--- src/rtl/wfp_pkg.sv ---
// ----------------------------------------------------------------------------
// wfp_pkg
// Shared types, constants and the CRC-16/CCITT-FALSE byte step for the
// waveform frame packetizer.
// ----------------------------------------------------------------------------
package wfp_pkg;

  // Input stream layout: tdata fields from bit 0 up
  localparam int unsigned WFP_IN_TDATA_W  = 192;
  localparam int unsigned WFP_OFS_VALID   = 0;
  localparam int unsigned WFP_OFS_NEAR    = 1;
  localparam int unsigned WFP_OFS_STATE   = 2;
  localparam int unsigned WFP_OFS_SEQ     = 10;
  localparam int unsigned WFP_OFS_CAPTURE = 42;
  localparam int unsigned WFP_OFS_CURRENT = 74;
  localparam int unsigned WFP_OFS_MEAN    = 106;
  localparam int unsigned WFP_OFS_MV      = 122;
  localparam int unsigned WFP_OFS_COUNT   = 138;
  localparam int unsigned WFP_OFS_MIN     = 154;
  localparam int unsigned WFP_OFS_MAX     = 170;

  localparam int unsigned WFP_OUT_TDATA_W = 8;
  localparam int unsigned WFP_CFG_ADDR_W  = 2;
  localparam int unsigned WFP_CFG_DATA_W  = 32;
  localparam int unsigned WFP_COL_W       = 14;

  localparam int unsigned WFP_QUEUE_DEPTH = 2;

  typedef enum logic {
    WFP_OP_HEADER = 1'b0,
    WFP_OP_COLUMN = 1'b1
  } wfp_op_e;

  typedef enum logic [WFP_CFG_ADDR_W-1:0] {
    WFP_REG_STALE_LIMIT = 2'd0,
    WFP_REG_COL_PERIOD  = 2'd1,
    WFP_REG_COL_LIMIT   = 2'd2,
    WFP_REG_PLOT_MAX    = 2'd3
  } wfp_reg_e;

  localparam logic [31:0] WFP_RST_STALE_LIMIT = 32'd1000;
  localparam logic [15:0] WFP_RST_COL_PERIOD  = 16'd10;
  localparam logic [13:0] WFP_RST_COL_LIMIT   = 14'd128;
  localparam logic [15:0] WFP_RST_PLOT_MAX    = 16'd3300;

  localparam logic [15:0] WFP_CRC_POLY = 16'h1021;
  localparam logic [15:0] WFP_CRC_INIT = 16'hFFFF;

  localparam logic [7:0]  WFP_MAGIC_A  = 8'h41;
  localparam logic [7:0]  WFP_MAGIC_D  = 8'h44;
  localparam logic [7:0]  WFP_MAGIC_C  = 8'h43;
  localparam logic [7:0]  WFP_MAGIC_W  = 8'h57;
  localparam logic [7:0]  WFP_VERSION  = 8'h01;
  localparam logic [15:0] WFP_META_BYTES = 16'd24;

  localparam int unsigned WFP_HDR_BYTES = 30;
  localparam int unsigned WFP_IDX_W     = 5;
  localparam logic [WFP_IDX_W-1:0] WFP_HDR_LAST   = 5'd29;
  localparam logic [WFP_IDX_W-1:0] WFP_COL_LAST   = 5'd3;
  localparam logic [WFP_IDX_W-1:0] WFP_MAGIC_LAST = 5'd3;

  typedef enum logic [1:0] {
    WFP_BK_DATA   = 2'd0,
    WFP_BK_CRC_LO = 2'd1,
    WFP_BK_CRC_HI = 2'd2
  } wfp_bk_state_e;

  typedef struct packed {
    logic [31:0] stale_limit;
    logic [15:0] col_period;
    logic [13:0] col_limit;
    logic [15:0] plot_max;
  } wfp_cfg_t;

  // One queued job: a header or a column pair; fin closes the packet with CRC
  typedef struct packed {
    logic        is_col;
    logic        fin;
    logic [2:0]  flags;
    logic [7:0]  run_state;
    logic [31:0] seq;
    logic [31:0] ts;
    logic [15:0] w0;   // mean or column min
    logic [15:0] w1;   // millivolts or column max
    logic [13:0] cnt;
  } wfp_entry_t;

  typedef struct packed {
    logic full;
    logic empty;
  } wfp_q_status_t;

  function automatic logic [15:0] wfp_crc_byte(input logic [15:0] crc, input logic [7:0] b);
    logic [15:0] c;
    c = crc ^ {b, 8'h00};
    for (int i = 0; i < 8; i++) begin
      c = c[15] ? ({c[14:0], 1'b0} ^ WFP_CRC_POLY) : {c[14:0], 1'b0};
    end
    return c;
  endfunction

endpackage

--- src/rtl/wfp_front.sv ---
// ----------------------------------------------------------------------------
// wfp_front
// Accepts input transactions, tracks the open frame and queues header and
// column jobs; rejected headers and stray columns are dropped here.
// ----------------------------------------------------------------------------
module wfp_front
  import wfp_pkg::*;
(
  input  logic                      clk_i,
  input  logic                      rst_ni,
  input  wfp_cfg_t                  cfg_i,
  input  logic                      s_axis_tvalid,
  output logic                      s_axis_tready,
  input  logic [WFP_IN_TDATA_W-1:0] s_axis_tdata,
  input  logic [0:0]                s_axis_tuser,
  input  wfp_q_status_t             q_status_i,
  output logic                      push_o,
  output wfp_entry_t                entry_o
);

  logic [WFP_COL_W-1:0] left_q, left_d;
  logic                 accept, is_hdr, too_many, stale;
  logic [15:0]          count;
  logic [31:0]          capture, current, age;

  assign s_axis_tready = !q_status_i.full;
  assign accept        = s_axis_tvalid && s_axis_tready;
  assign is_hdr        = (wfp_op_e'(s_axis_tuser[0]) == WFP_OP_HEADER);
  assign count         = s_axis_tdata[WFP_OFS_COUNT +: 16];
  assign capture       = s_axis_tdata[WFP_OFS_CAPTURE +: 32];
  assign current       = s_axis_tdata[WFP_OFS_CURRENT +: 32];
  assign age           = current - capture;
  assign stale         = age > cfg_i.stale_limit;
  assign too_many      = count > {2'b00, cfg_i.col_limit};

  always_comb begin
    push_o = 1'b0;
    left_d = left_q;
    if (accept) begin
      if (is_hdr) begin
        if (!too_many) begin
          push_o = 1'b1;
          left_d = count[WFP_COL_W-1:0];
        end
      end else if (left_q != '0) begin
        push_o = 1'b1;
        left_d = left_q - 1'b1;
      end
    end
  end

  always_comb begin
    entry_o.is_col    = !is_hdr;
    entry_o.fin       = is_hdr ? (count == 16'd0) : (left_q == WFP_COL_W'(1));
    entry_o.flags     = {stale, s_axis_tdata[WFP_OFS_NEAR], s_axis_tdata[WFP_OFS_VALID]};
    entry_o.run_state = s_axis_tdata[WFP_OFS_STATE +: 8];
    entry_o.seq       = s_axis_tdata[WFP_OFS_SEQ +: 32];
    entry_o.ts        = capture;
    entry_o.w0        = is_hdr ? s_axis_tdata[WFP_OFS_MEAN +: 16] : s_axis_tdata[WFP_OFS_MIN +: 16];
    entry_o.w1        = is_hdr ? s_axis_tdata[WFP_OFS_MV +: 16] : s_axis_tdata[WFP_OFS_MAX +: 16];
    entry_o.cnt       = count[WFP_COL_W-1:0];
  end

  always_ff @(posedge clk_i or negedge rst_ni) begin
    if (!rst_ni) begin
      left_q <= '0;
    end else begin
      left_q <= left_d;
    end
  end

endmodule

--- src/rtl/wfp_queue.sv ---
// ----------------------------------------------------------------------------
// wfp_queue
// Small job queue between the front and back parts.
// ----------------------------------------------------------------------------
module wfp_queue
  import wfp_pkg::*;
#(
  parameter int unsigned Depth = WFP_QUEUE_DEPTH
) (
  input  logic          clk_i,
  input  logic          rst_ni,
  input  logic          push_i,
  input  wfp_entry_t    entry_i,
  input  logic          pop_i,
  output wfp_entry_t    head_o,
  output wfp_q_status_t status_o
);

  localparam int unsigned PtrW = (Depth > 1) ? $clog2(Depth) : 1;
  localparam int unsigned CntW = $clog2(Depth + 1);

  wfp_entry_t          mem_q [Depth];
  logic [PtrW-1:0]     wr_ptr_q, rd_ptr_q;
  logic [CntW-1:0]     cnt_q;
  logic                do_push, do_pop;

  assign status_o.full  = (cnt_q == CntW'(Depth));
  assign status_o.empty = (cnt_q == '0);
  assign do_push        = push_i && !status_o.full;
  assign do_pop         = pop_i && !status_o.empty;
  assign head_o         = mem_q[rd_ptr_q];

  always_ff @(posedge clk_i) begin
    if (do_push) begin
      mem_q[wr_ptr_q] <= entry_i;
    end
  end

  always_ff @(posedge clk_i or negedge rst_ni) begin
    if (!rst_ni) begin
      wr_ptr_q <= '0;
      rd_ptr_q <= '0;
      cnt_q    <= '0;
    end else begin
      if (do_push) begin
        wr_ptr_q <= (wr_ptr_q == PtrW'(Depth - 1)) ? '0 : wr_ptr_q + 1'b1;
      end
      if (do_pop) begin
        rd_ptr_q <= (rd_ptr_q == PtrW'(Depth - 1)) ? '0 : rd_ptr_q + 1'b1;
      end
      if (do_push && !do_pop) begin
        cnt_q <= cnt_q + 1'b1;
      end else if (do_pop && !do_push) begin
        cnt_q <= cnt_q - 1'b1;
      end
    end
  end

endmodule

--- src/rtl/wfp_back.sv ---
// ----------------------------------------------------------------------------
// wfp_back
// Serializes queued jobs into packet bytes, runs the CRC and closes packets.
// ----------------------------------------------------------------------------
module wfp_back
  import wfp_pkg::*;
(
  input  logic                       clk_i,
  input  logic                       rst_ni,
  input  wfp_cfg_t                   cfg_i,
  input  wfp_entry_t                 head_i,
  input  wfp_q_status_t              q_status_i,
  output logic                       pop_o,
  output logic                       m_axis_tvalid,
  input  logic                       m_axis_tready,
  output logic [WFP_OUT_TDATA_W-1:0] m_axis_tdata,
  output logic                       m_axis_tlast
);

  wfp_bk_state_e            state_q, state_d;
  logic [WFP_IDX_W-1:0]     idx_q;
  logic [15:0]              crc_q;
  logic                     out_valid_q, out_last_q;
  logic [7:0]               out_data_q;

  logic                     load, last_data, covered, byte_last;
  logic [7:0]               byte_sel;
  logic [15:0]              pkt_len;
  logic [WFP_HDR_BYTES*8-1:0] hdr_vec;
  logic [31:0]              col_vec;

  assign load      = !q_status_i.empty && (!out_valid_q || m_axis_tready);
  assign last_data = head_i.is_col ? (idx_q == WFP_COL_LAST) : (idx_q == WFP_HDR_LAST);
  assign covered   = head_i.is_col || (idx_q > WFP_MAGIC_LAST);
  assign pkt_len   = WFP_META_BYTES + {head_i.cnt, 2'b00};
  assign hdr_vec   = {cfg_i.plot_max, 2'b00, cfg_i.col_limit, cfg_i.col_period,
                      2'b00, head_i.cnt, head_i.w1, head_i.w0, head_i.ts, head_i.seq,
                      8'h00, head_i.run_state, 5'b00000, head_i.flags, WFP_VERSION,
                      pkt_len, WFP_MAGIC_W, WFP_MAGIC_C, WFP_MAGIC_D, WFP_MAGIC_A};
  assign col_vec   = {head_i.w1, head_i.w0};

  always_comb begin
    state_d = state_q;
    unique case (state_q)
      WFP_BK_DATA: begin
        if (load && last_data && head_i.fin) begin
          state_d = WFP_BK_CRC_LO;
        end
      end
      WFP_BK_CRC_LO: begin
        if (load) begin
          state_d = WFP_BK_CRC_HI;
        end
      end
      WFP_BK_CRC_HI: begin
        if (load) begin
          state_d = WFP_BK_DATA;
        end
      end
      default: state_d = WFP_BK_DATA;
    endcase
  end

  always_comb begin
    byte_sel  = 8'h00;
    byte_last = 1'b0;
    pop_o     = 1'b0;
    unique case (state_q)
      WFP_BK_DATA: begin
        byte_sel = head_i.is_col ? col_vec[{idx_q[1:0], 3'b000} +: 8]
                                 : hdr_vec[{idx_q, 3'b000} +: 8];
        pop_o    = load && last_data && !head_i.fin;
      end
      WFP_BK_CRC_LO: begin
        byte_sel = crc_q[7:0];
      end
      WFP_BK_CRC_HI: begin
        byte_sel  = crc_q[15:8];
        byte_last = 1'b1;
        pop_o     = load;
      end
      default: begin
        byte_sel = 8'h00;
      end
    endcase
  end

  always_ff @(posedge clk_i or negedge rst_ni) begin
    if (!rst_ni) begin
      state_q     <= WFP_BK_DATA;
      idx_q       <= '0;
      crc_q       <= WFP_CRC_INIT;
      out_valid_q <= 1'b0;
    end else begin
      state_q <= state_d;
      if (load) begin
        out_valid_q <= 1'b1;
        if (state_q == WFP_BK_DATA) begin
          idx_q <= last_data ? '0 : idx_q + 1'b1;
          if (!head_i.is_col && idx_q == '0) begin
            crc_q <= WFP_CRC_INIT;
          end else if (covered) begin
            crc_q <= wfp_crc_byte(crc_q, byte_sel);
          end
        end else if (state_q == WFP_BK_CRC_HI) begin
          crc_q <= WFP_CRC_INIT;
        end
      end else if (m_axis_tready) begin
        out_valid_q <= 1'b0;
      end
    end
  end

  always_ff @(posedge clk_i) begin
    if (load) begin
      out_data_q <= byte_sel;
      out_last_q <= byte_last;
    end
  end

  assign m_axis_tvalid = out_valid_q;
  assign m_axis_tdata  = out_data_q;
  assign m_axis_tlast  = out_last_q;

endmodule

--- src/rtl/wave_frame_packetizer.sv ---
// Path: input -> job queue -> output byte register. Throughput: one byte per
// cycle from the byte serializer while the sink is ready; a column is 4 bytes
// (6 when it closes the packet), a header 30 (32 with no columns). Dropped
// transactions queue no job. A job queue decouples input and output.
// Reset: config registers take their defaults, the queue empties, no frame open.
// ----------------------------------------------------------------------------
// wave_frame_packetizer
// Waveform packet builder with CRC-16/CCITT-FALSE trailer; top level holding
// the configuration registers.
// ----------------------------------------------------------------------------
module wave_frame_packetizer
  import wfp_pkg::*;
#(
  parameter int unsigned QueueDepth = WFP_QUEUE_DEPTH
) (
  input  logic                       clk_i,
  input  logic                       rst_ni,
  input  logic                       cfg_we_i,
  input  logic [WFP_CFG_ADDR_W-1:0]  cfg_addr_i,
  input  logic [WFP_CFG_DATA_W-1:0]  cfg_data_i,
  input  logic                       s_axis_tvalid,
  output logic                       s_axis_tready,
  // valid_flag, near_limit, run_state, sequence_number, capture_time_ms,
  // current_time_ms, raw_mean, millivolts, column_count, column_min,
  // column_max, zero pad
  input  logic [WFP_IN_TDATA_W-1:0]  s_axis_tdata,
  input  logic [0:0]                 s_axis_tuser,   // operation
  output logic                       m_axis_tvalid,
  input  logic                       m_axis_tready,
  output logic [WFP_OUT_TDATA_W-1:0] m_axis_tdata,   // out_byte
  output logic                       m_axis_tlast
);

  wfp_cfg_t      cfg_q;
  wfp_entry_t    push_entry, head;
  wfp_q_status_t q_status;
  logic          push, pop;

  always_ff @(posedge clk_i or negedge rst_ni) begin
    if (!rst_ni) begin
      cfg_q.stale_limit <= WFP_RST_STALE_LIMIT;
      cfg_q.col_period  <= WFP_RST_COL_PERIOD;
      cfg_q.col_limit   <= WFP_RST_COL_LIMIT;
      cfg_q.plot_max    <= WFP_RST_PLOT_MAX;
    end else if (cfg_we_i) begin
      unique case (wfp_reg_e'(cfg_addr_i))
        WFP_REG_STALE_LIMIT: cfg_q.stale_limit <= cfg_data_i;
        WFP_REG_COL_PERIOD:  cfg_q.col_period  <= cfg_data_i[15:0];
        WFP_REG_COL_LIMIT:   cfg_q.col_limit   <= cfg_data_i[WFP_COL_W-1:0];
        WFP_REG_PLOT_MAX:    cfg_q.plot_max    <= cfg_data_i[15:0];
        default: ;
      endcase
    end
  end

  wfp_front u_front (
    .clk_i         (clk_i),
    .rst_ni        (rst_ni),
    .cfg_i         (cfg_q),
    .s_axis_tvalid (s_axis_tvalid),
    .s_axis_tready (s_axis_tready),
    .s_axis_tdata  (s_axis_tdata),
    .s_axis_tuser  (s_axis_tuser),
    .q_status_i    (q_status),
    .push_o        (push),
    .entry_o       (push_entry)
  );

  wfp_queue #(
    .Depth (QueueDepth)
  ) u_queue (
    .clk_i    (clk_i),
    .rst_ni   (rst_ni),
    .push_i   (push),
    .entry_i  (push_entry),
    .pop_i    (pop),
    .head_o   (head),
    .status_o (q_status)
  );

  wfp_back u_back (
    .clk_i         (clk_i),
    .rst_ni        (rst_ni),
    .cfg_i         (cfg_q),
    .head_i        (head),
    .q_status_i    (q_status),
    .pop_o         (pop),
    .m_axis_tvalid (m_axis_tvalid),
    .m_axis_tready (m_axis_tready),
    .m_axis_tdata  (m_axis_tdata),
    .m_axis_tlast  (m_axis_tlast)
  );

`ifndef SYNTH
  a_push_not_full: assert property (@(posedge clk_i) disable iff (!rst_ni)
    push |-> !q_status.full) else $error("queue push while full");

  a_pop_not_empty: assert property (@(posedge clk_i) disable iff (!rst_ni)
    pop |-> !q_status.empty) else $error("queue pop while empty");

  a_status_sane: assert property (@(posedge clk_i) disable iff (!rst_ni)
    !(q_status.full && q_status.empty)) else $error("queue both full and empty");

  a_pop_loads: assert property (@(posedge clk_i) disable iff (!rst_ni)
    pop |=> m_axis_tvalid) else $error("job retired without a byte issued");
`endif

endmodule

--- config.mk ---
export PLATFORM = sky130hd
export DESIGN_NAME = wave_frame_packetizer
export DESIGN_NICKNAME = d
export VERILOG_FILES = /design/src/rtl/wfp_pkg.sv /design/src/rtl/wfp_front.sv /design/src/rtl/wfp_queue.sv /design/src/rtl/wfp_back.sv /design/src/rtl/wave_frame_packetizer.sv
export SDC_FILE = /design/constraint.sdc
export NUM_CORES = 1
export LEC_CHECK = 0
export BUFFER_PORTS_ARGS = -buffer_cell sky130_fd_sc_hd__buf_2
export CAP_MARGIN = 20
export CORE_ASPECT_RATIO = 1.75
export CORE_UTILIZATION = 40
export DETAILED_ROUTE_END_ITERATION = 7
export GPL_TIMING_DRIVEN = 1
export SLEW_MARGIN = 20
export SYNTH_ARGS = -nofsm -noshare
export SYNTH_HDL_FRONTEND = slang
export SYNTH_SLANG_ARGS = --single-unit
--- constraint.sdc ---
create_clock -name clk_i -period 18.2 [get_ports clk_i]
set_input_delay 0 -clock clk_i [delete_from_list [all_inputs] [get_ports clk_i]]
set_output_delay 0 -clock clk_i [all_outputs]
set_load 0.01 [all_outputs]
======== Word-level counts from Yosys, hierarchy flattened ========
Memories as Yosys holds them, arrays and structs flattened.
Cells that the tools add are included.
word-level totals
  input port bits ......................... 232
  memory bits (writable) .................. 246
  output and inout bits ................... 11
  memories kept ........................... 1
  flip-flop bits (word level) ............. 129
cells by class
  $add $sub $neg .......................... 8
  muxes and demuxes ....................... 40
  shift operators ......................... 2
  bitwise operators ....................... 9
  $lt $le $gt $ge ......................... 3
  equality and inequality tests ........... 15
  reductions and logical operators ........ 36
memory list
  name           depth  width  read ports  clocked after memory_dff  wr ports  RTL line         source
  u_queue.mem_q  2      123    1           0                         1         wfp_queue.sv:22  wfp_entry_t mem_q [Depth];
operators by type and width
  operator               count
  $shiftx 240x9->8       1
  $mux 13                8
  $mux 16                6
  $mux 14                3
  $gt 32x32->1           1
  $shiftx 32x6->8        1
  $sub 32x32->32         1
  $not 3->3              8
  $pmux 8 s3             1
  $add 5x16->16 const A  1
  $gt 16x14->1           1
  $logic_not 16->1       1
  $xor 16x16->16         1
  $eq 14x1->1 const B    1
  $reduce_bool 14->1     1
  $sub 14x1->14 const B  1
  $mux 1                 13
  $logic_and 1x1->1      10
  $mux 2                 5
  $reduce_and 2->1       5
  $reduce_and 3->1       3
  $eq 2x2->1 const B     4
  $mux 8                 1
  $ne 2x1->1 const B     4
  other kinds (18)       31

======== Depth between registers and ports, before layout ========
An unclocked memory read counts as a cell.
  word-level depth ........................ 25
  gate-level depth with buffers ........... 25
  depth with buffers taken out ............ 25

======== Modules after synthesis ========
Synthesis repeated with hierarchy kept, for this count alone.
unflattened totals
  cells, all modules ...................... 1,744
  area, all modules ....................... 21,677.0 um2
by module, submodules not included
  module                 instances  cells each  area an instance (um2)
  wfp_queue              1          402         9,313.9
  wfp_front              1          717         5,346.4
  wfp_back               1          459         4,057.6
  wave_frame_packetizer  1          166         2,959.1

======== Least setup slack after synthesis ========
Ideal clock, no wire load.
  kind .................................... register to register
  start ................................... reg cfg_q[17] (netlist name)
  end ..................................... mem u_queue.mem_q[0][0] (netlist name), enable pin
  setup time .............................. 607 ps
  setup slack ............................. 10,466 ps
  buffers on the path ..................... 1
  cell stages (with the launch flop) ...... 13
  data arrival time ....................... 7,127 ps
  cells stage by stage .................... dfrtp_1 -> inv_1 -> ha_1 -> nor2b_1 -> o21a_1 -> o21a_1 -> o21a_1 -> o21a_1 -> o21ai_0 -> a21oi_1 -> a2bb2oi_1 -> clkbuf_1 -> nor2_1
on the way
  cells in the longest elaborated chain, start to end .. 7
RTL lines
  what                          RTL line                     source
  start: declaration            wave_frame_packetizer.sv:34  wfp_cfg_t cfg_q;
  $gt 16x14->1                  wfp_front.sv:34              assign too_many = count > {2'b00, cfg_i.col_limit};
  $mux 1                        wfp_front.sv:41              if (!too_many) begin
  $mux 1                        wfp_front.sv:40              if (is_hdr) begin
  $mux 1                        wfp_front.sv:39              if (accept) begin
  $logic_and 1x1->1             wfp_queue.sv:29              assign do_push = push_i && !status_o.full;
  $mux 1                        wfp_queue.sv:34              if (do_push) begin
  $mux 1 (implied by the code)  wfp_queue.sv:35              mem_q[wr_ptr_q] <= entry_i;
  end: declaration              wfp_queue.sv:22
Every way passes these cells.

==> summary.md <==
| Metric | Value |
|---|---|
| Status | `completed` |
| Util after Layout | `0.505` |
| Post-Synth Simple-Gate Area | `0.0897` |
| Setup Skew | `0.0131 ns` |
| Slew margin rel. | `0.318` |
| Post-route ant nets | `0` |
| PwrDens | `139 mW/mm²` |
| Worst-Skew Late Latency | `0.54 ns` |
| RSZ-0062 raised after global routing | `false` |
| Tmin final | `4.92 ns` |
| Synth area leader | `edfxtp_1` |
| Hold slack final | `0.0314 ns` |
| Row count | `107` |
| CP startpoint kind | `primary input` |
| Req. time, crit path | `18.46 ns` |
| Final setup fails | `0` |
| Final period utilization | `0.270` |
| Hold WC Path Type | `in -> async` |
| CTS tree | `done` |
| Post-synthesis mux area share | `0.130` |
| Clock sinks | `375` |
| Reg-to-reg startpoint | `u_queue.rd_ptr_q` |
| Comb power frac | `0.401` |
| Post-Syn Area | `0.0198 mm²` |
| Syn_nets | `1896` |
| Placer Congestion | `0.906` |
| Global Route Usage Sum | `0.223` |
| Layout Cells excl Fill | `2671` |
| Asr flop ratio synth | `0.320` |
| I/O Buffers | `236` |
| Reg2Reg Setup Slack | `13.71 ns` |
| Placed insts | `2416` |
| Cts hold-fix bufs | `186` |
| Cts bufs inserted | `37` |
| Nets@finish | `2305` |
| DR vias | `14400` |
| Synth Area in Adders | `0.0548` |
| Avg Vias per Cell | `5.38` |
| Synth top area cells | `edfxtp_1 (39%), dfrtp_1 (11%), mux2_2 (5.5%)` |
| Fmax | `203 MHz` |
| Width of the chip | `170 µm` |
| Count leader, synth | `edfxtp_1` |
| Mapped Cells | `1578` |
| Part of the power in registers | `0.368` |
| Post-Route WL | `55800 µm` |
| Setup Crit Path Kind | `in -> reg` |
| Drt pass-1 iters | `5` |
| DRC viols | `0` |
| Slew @ Worst Pin | `1.02 ns` |
| Internal | `2180 µW` |
| Maximum clock path buffer count | `3` |
| XOR/XNOR share of the synthesized area | `0.0266` |
| DR iter-0 viols | `675` |
| Total Neg Setup Slack | `0 ns` |
| CP Launch Point | `s_axis_tdata[42]` |
| Number of global-route vias before repair | `14700` |
| DP Wirelength | `40700 µm` |
| Initial cell density of the core | `0.406` |
| Max VDD drop | `0.0000735 V` |
| Worst Path Max Fanout | `4` |
| Die Span Y | `296 µm` |
| Syn Area/Cell | `12.5 µm²` |
| Synth Area in Compound Gates | `0.119` |
| Seq/Total Area, Yosys | `0.541` |
| Clock transition at path regs | `0.06 ns` |
| Slew Limit Fails | `0` |
| Tot Pwr | `3430 µW` |
| Root Buffer | `clkbuf_16` |
| Crit. End Element | `flip-flop` |
| Largest family of logic cells by synthesized area | `multiplexers` |
| LEAKAGE | `0.00974 µW` |
| Switching share of power | `0.364` |
| Worst Path Arrival | `5.17 ns` |
| WL/cell | `20.9 µm` |
| Synth Flop Type | `edfxtp_1` |
| Initial antenna violation count | `1` |
| Largest net degree at the start of global routing | `76` |
| Clock share of power | `0.231` |
| Remaining Overflow, GRT | `0` |
| First-pass GRT wire length | `84200 µm` |
| Core Region | `0.0487 mm²` |
| # resized after CTS | `0` |
| Net Sw Power | `1250 µW` |
| H-tree depth | `2` |
| Worst R2R Path Depth | `13` |
| Area delta synth->final | `24.5%` |
| Yosys top cell area share | `0.387` |
| IO Pins | `243` |
| Synthesized flop and latch total | `375` |
| Max_cap viols | `0` |
| Layout cells sized above 1 | `0.250` |
| Synth Warn # | `0` |
| Distinct cells, synth | `91` |
| EDFF count, synth | `255` |
| Final hold vios | `0` |
| Post-CTS Repair Setup Buffers | `0` |
| Most frequent cells after synthesis | `edfxtp_1 (255), nand2_1 (121), mux2_2 (97)` |
| Die ar. | `0.0504 mm²` |
flip-flops by register name, summed over array words and instances, names as in the netlist, 2 cells and up:
| register | count |
|---|---|
| cfg_q | 78 |
| u_back.state_q | 2 |
| u_back.idx_q | 5 |
| u_front.left_q | 14 |
| u_back.crc_q | 16 |
| u_queue.cnt_q | 2 |
| u_back.m_axis_tdata | 8 |
| u_queue.mem_q | 246 |
logic make-up (layout without fill, tap and decap cells):
logic type / after synthesis / count (layout)
AO/OA/AOI/OAI: 351 / 351
XOR/XNOR: 56 / 56
adder cells (fa/ha/maj): 86 / 86
buffers and inverters: 163 / 601
flip-flops: 375 / 375
multiplexers: 188 / 188
other: 0 / 1
AND/OR/NAND/NOR: 359 / 359
worst paths after layout:
check | to
setup / recovery | u_queue.mem_q[0][120]
hold / removal | cfg_q[63]
setup reg to reg | u_back.crc_q[13]
hold reg to reg | cfg_q[41]
max in group asynchronous | u_queue.rd_ptr_q
min in group clk_i | cfg_q[52]
layout make-up:
type                            instances  area (µm²)
Clock buffer                           52        1050
Multi-Input combinational cell       1040        8320
Sequential cell                       375       10700
Tap cell                              654         818
Inverter                               95         357
Fill cell                            4313       24100
Timing Repair Buffer                  438        3170
Antenna cell                            1        2.50
Clock inverter                         16         195
metal layers:
| layer | vias up | part of all wire | GRT usage |
|---|---|---|---|
| met5 | - | 0 | 0 |
| met4 | 0 | 0.049 | 0.110 |
| met3 | 120 | 0.033 | 0.0204 |
| met2 | 364 | 0.56 | 0.436 |
| met1 | 7108 | 0.36 | 0.235 |
| li1 | 6770 | - | - |
power by group through the flow:
stage / clock, µW / combinational, µW / sequential (µW)
after floorplan: 0 / 1000 / 1230
after global placement: 0 / 1330 / 1270
after detailed placement: 0 / 1350 / 1280
after CTS: 809 / 1390 / 1260
after global routing: 837 / 1480 / 1280
final: 792 / 1380 / 1260
cells in the final DEF, fill, tap and decap left out, drive strengths merged, types with 12 or more instances in the layout:
master and count:
a21o 35, a21oi 78, a31oi 16, and3 12, buf 252, clkbuf 52
dfrtp 89, dfstp 31, dlygate4sd3 186, edfxtp 255, ha 85, inv 97
mux2 99, mux2i 45, mux4 44, nand2 121, nand2b 17, nand3 27
nand4 21, nor2 71, nor2b 22, nor3 18, o21a 16, o21ai 88
xnor2 37, xor2 18
stage by stage:
stage | worst slack, ns | area (µm²)
2_1_floorplan | 10.47 | 19800
3_3_place_gp | 13.22 | 21500
3_5_place_dp | 13.21 | 21500
4_1_cts | 13.24 | 24600
5_1_grt | 13.09 | 24600
6_report | 13.28 | 24600
worst max-delay path, stage by stage:
cell	delay, ns
dlygate4sd3_1	0.53
buf_2	0.14
ha_1	0.17
inv_1	0.05
fa_1	0.39
a21o_1	0.17
a21oi_1	0.22
o21bai_1	0.12
a21o_1	0.22
a32oi_1	0.45
o21ai_0	0.19
a31oi_1	0.33
o21ai_0	0.14
a21oi_1	0.20
xnor2_1	0.09
ha_1	0.18
a21o_1	0.19
a21o_1	0.17
a21o_1	0.18
a21oi_1	0.14
nor2b_1	0.05
o21ai_0	0.14
nand2b_1	0.07
a21oi_1	0.25
o21ai_0	0.21
a2bb2oi_1	0.19
Note: power is estimated with default switching activity, not from simulation.
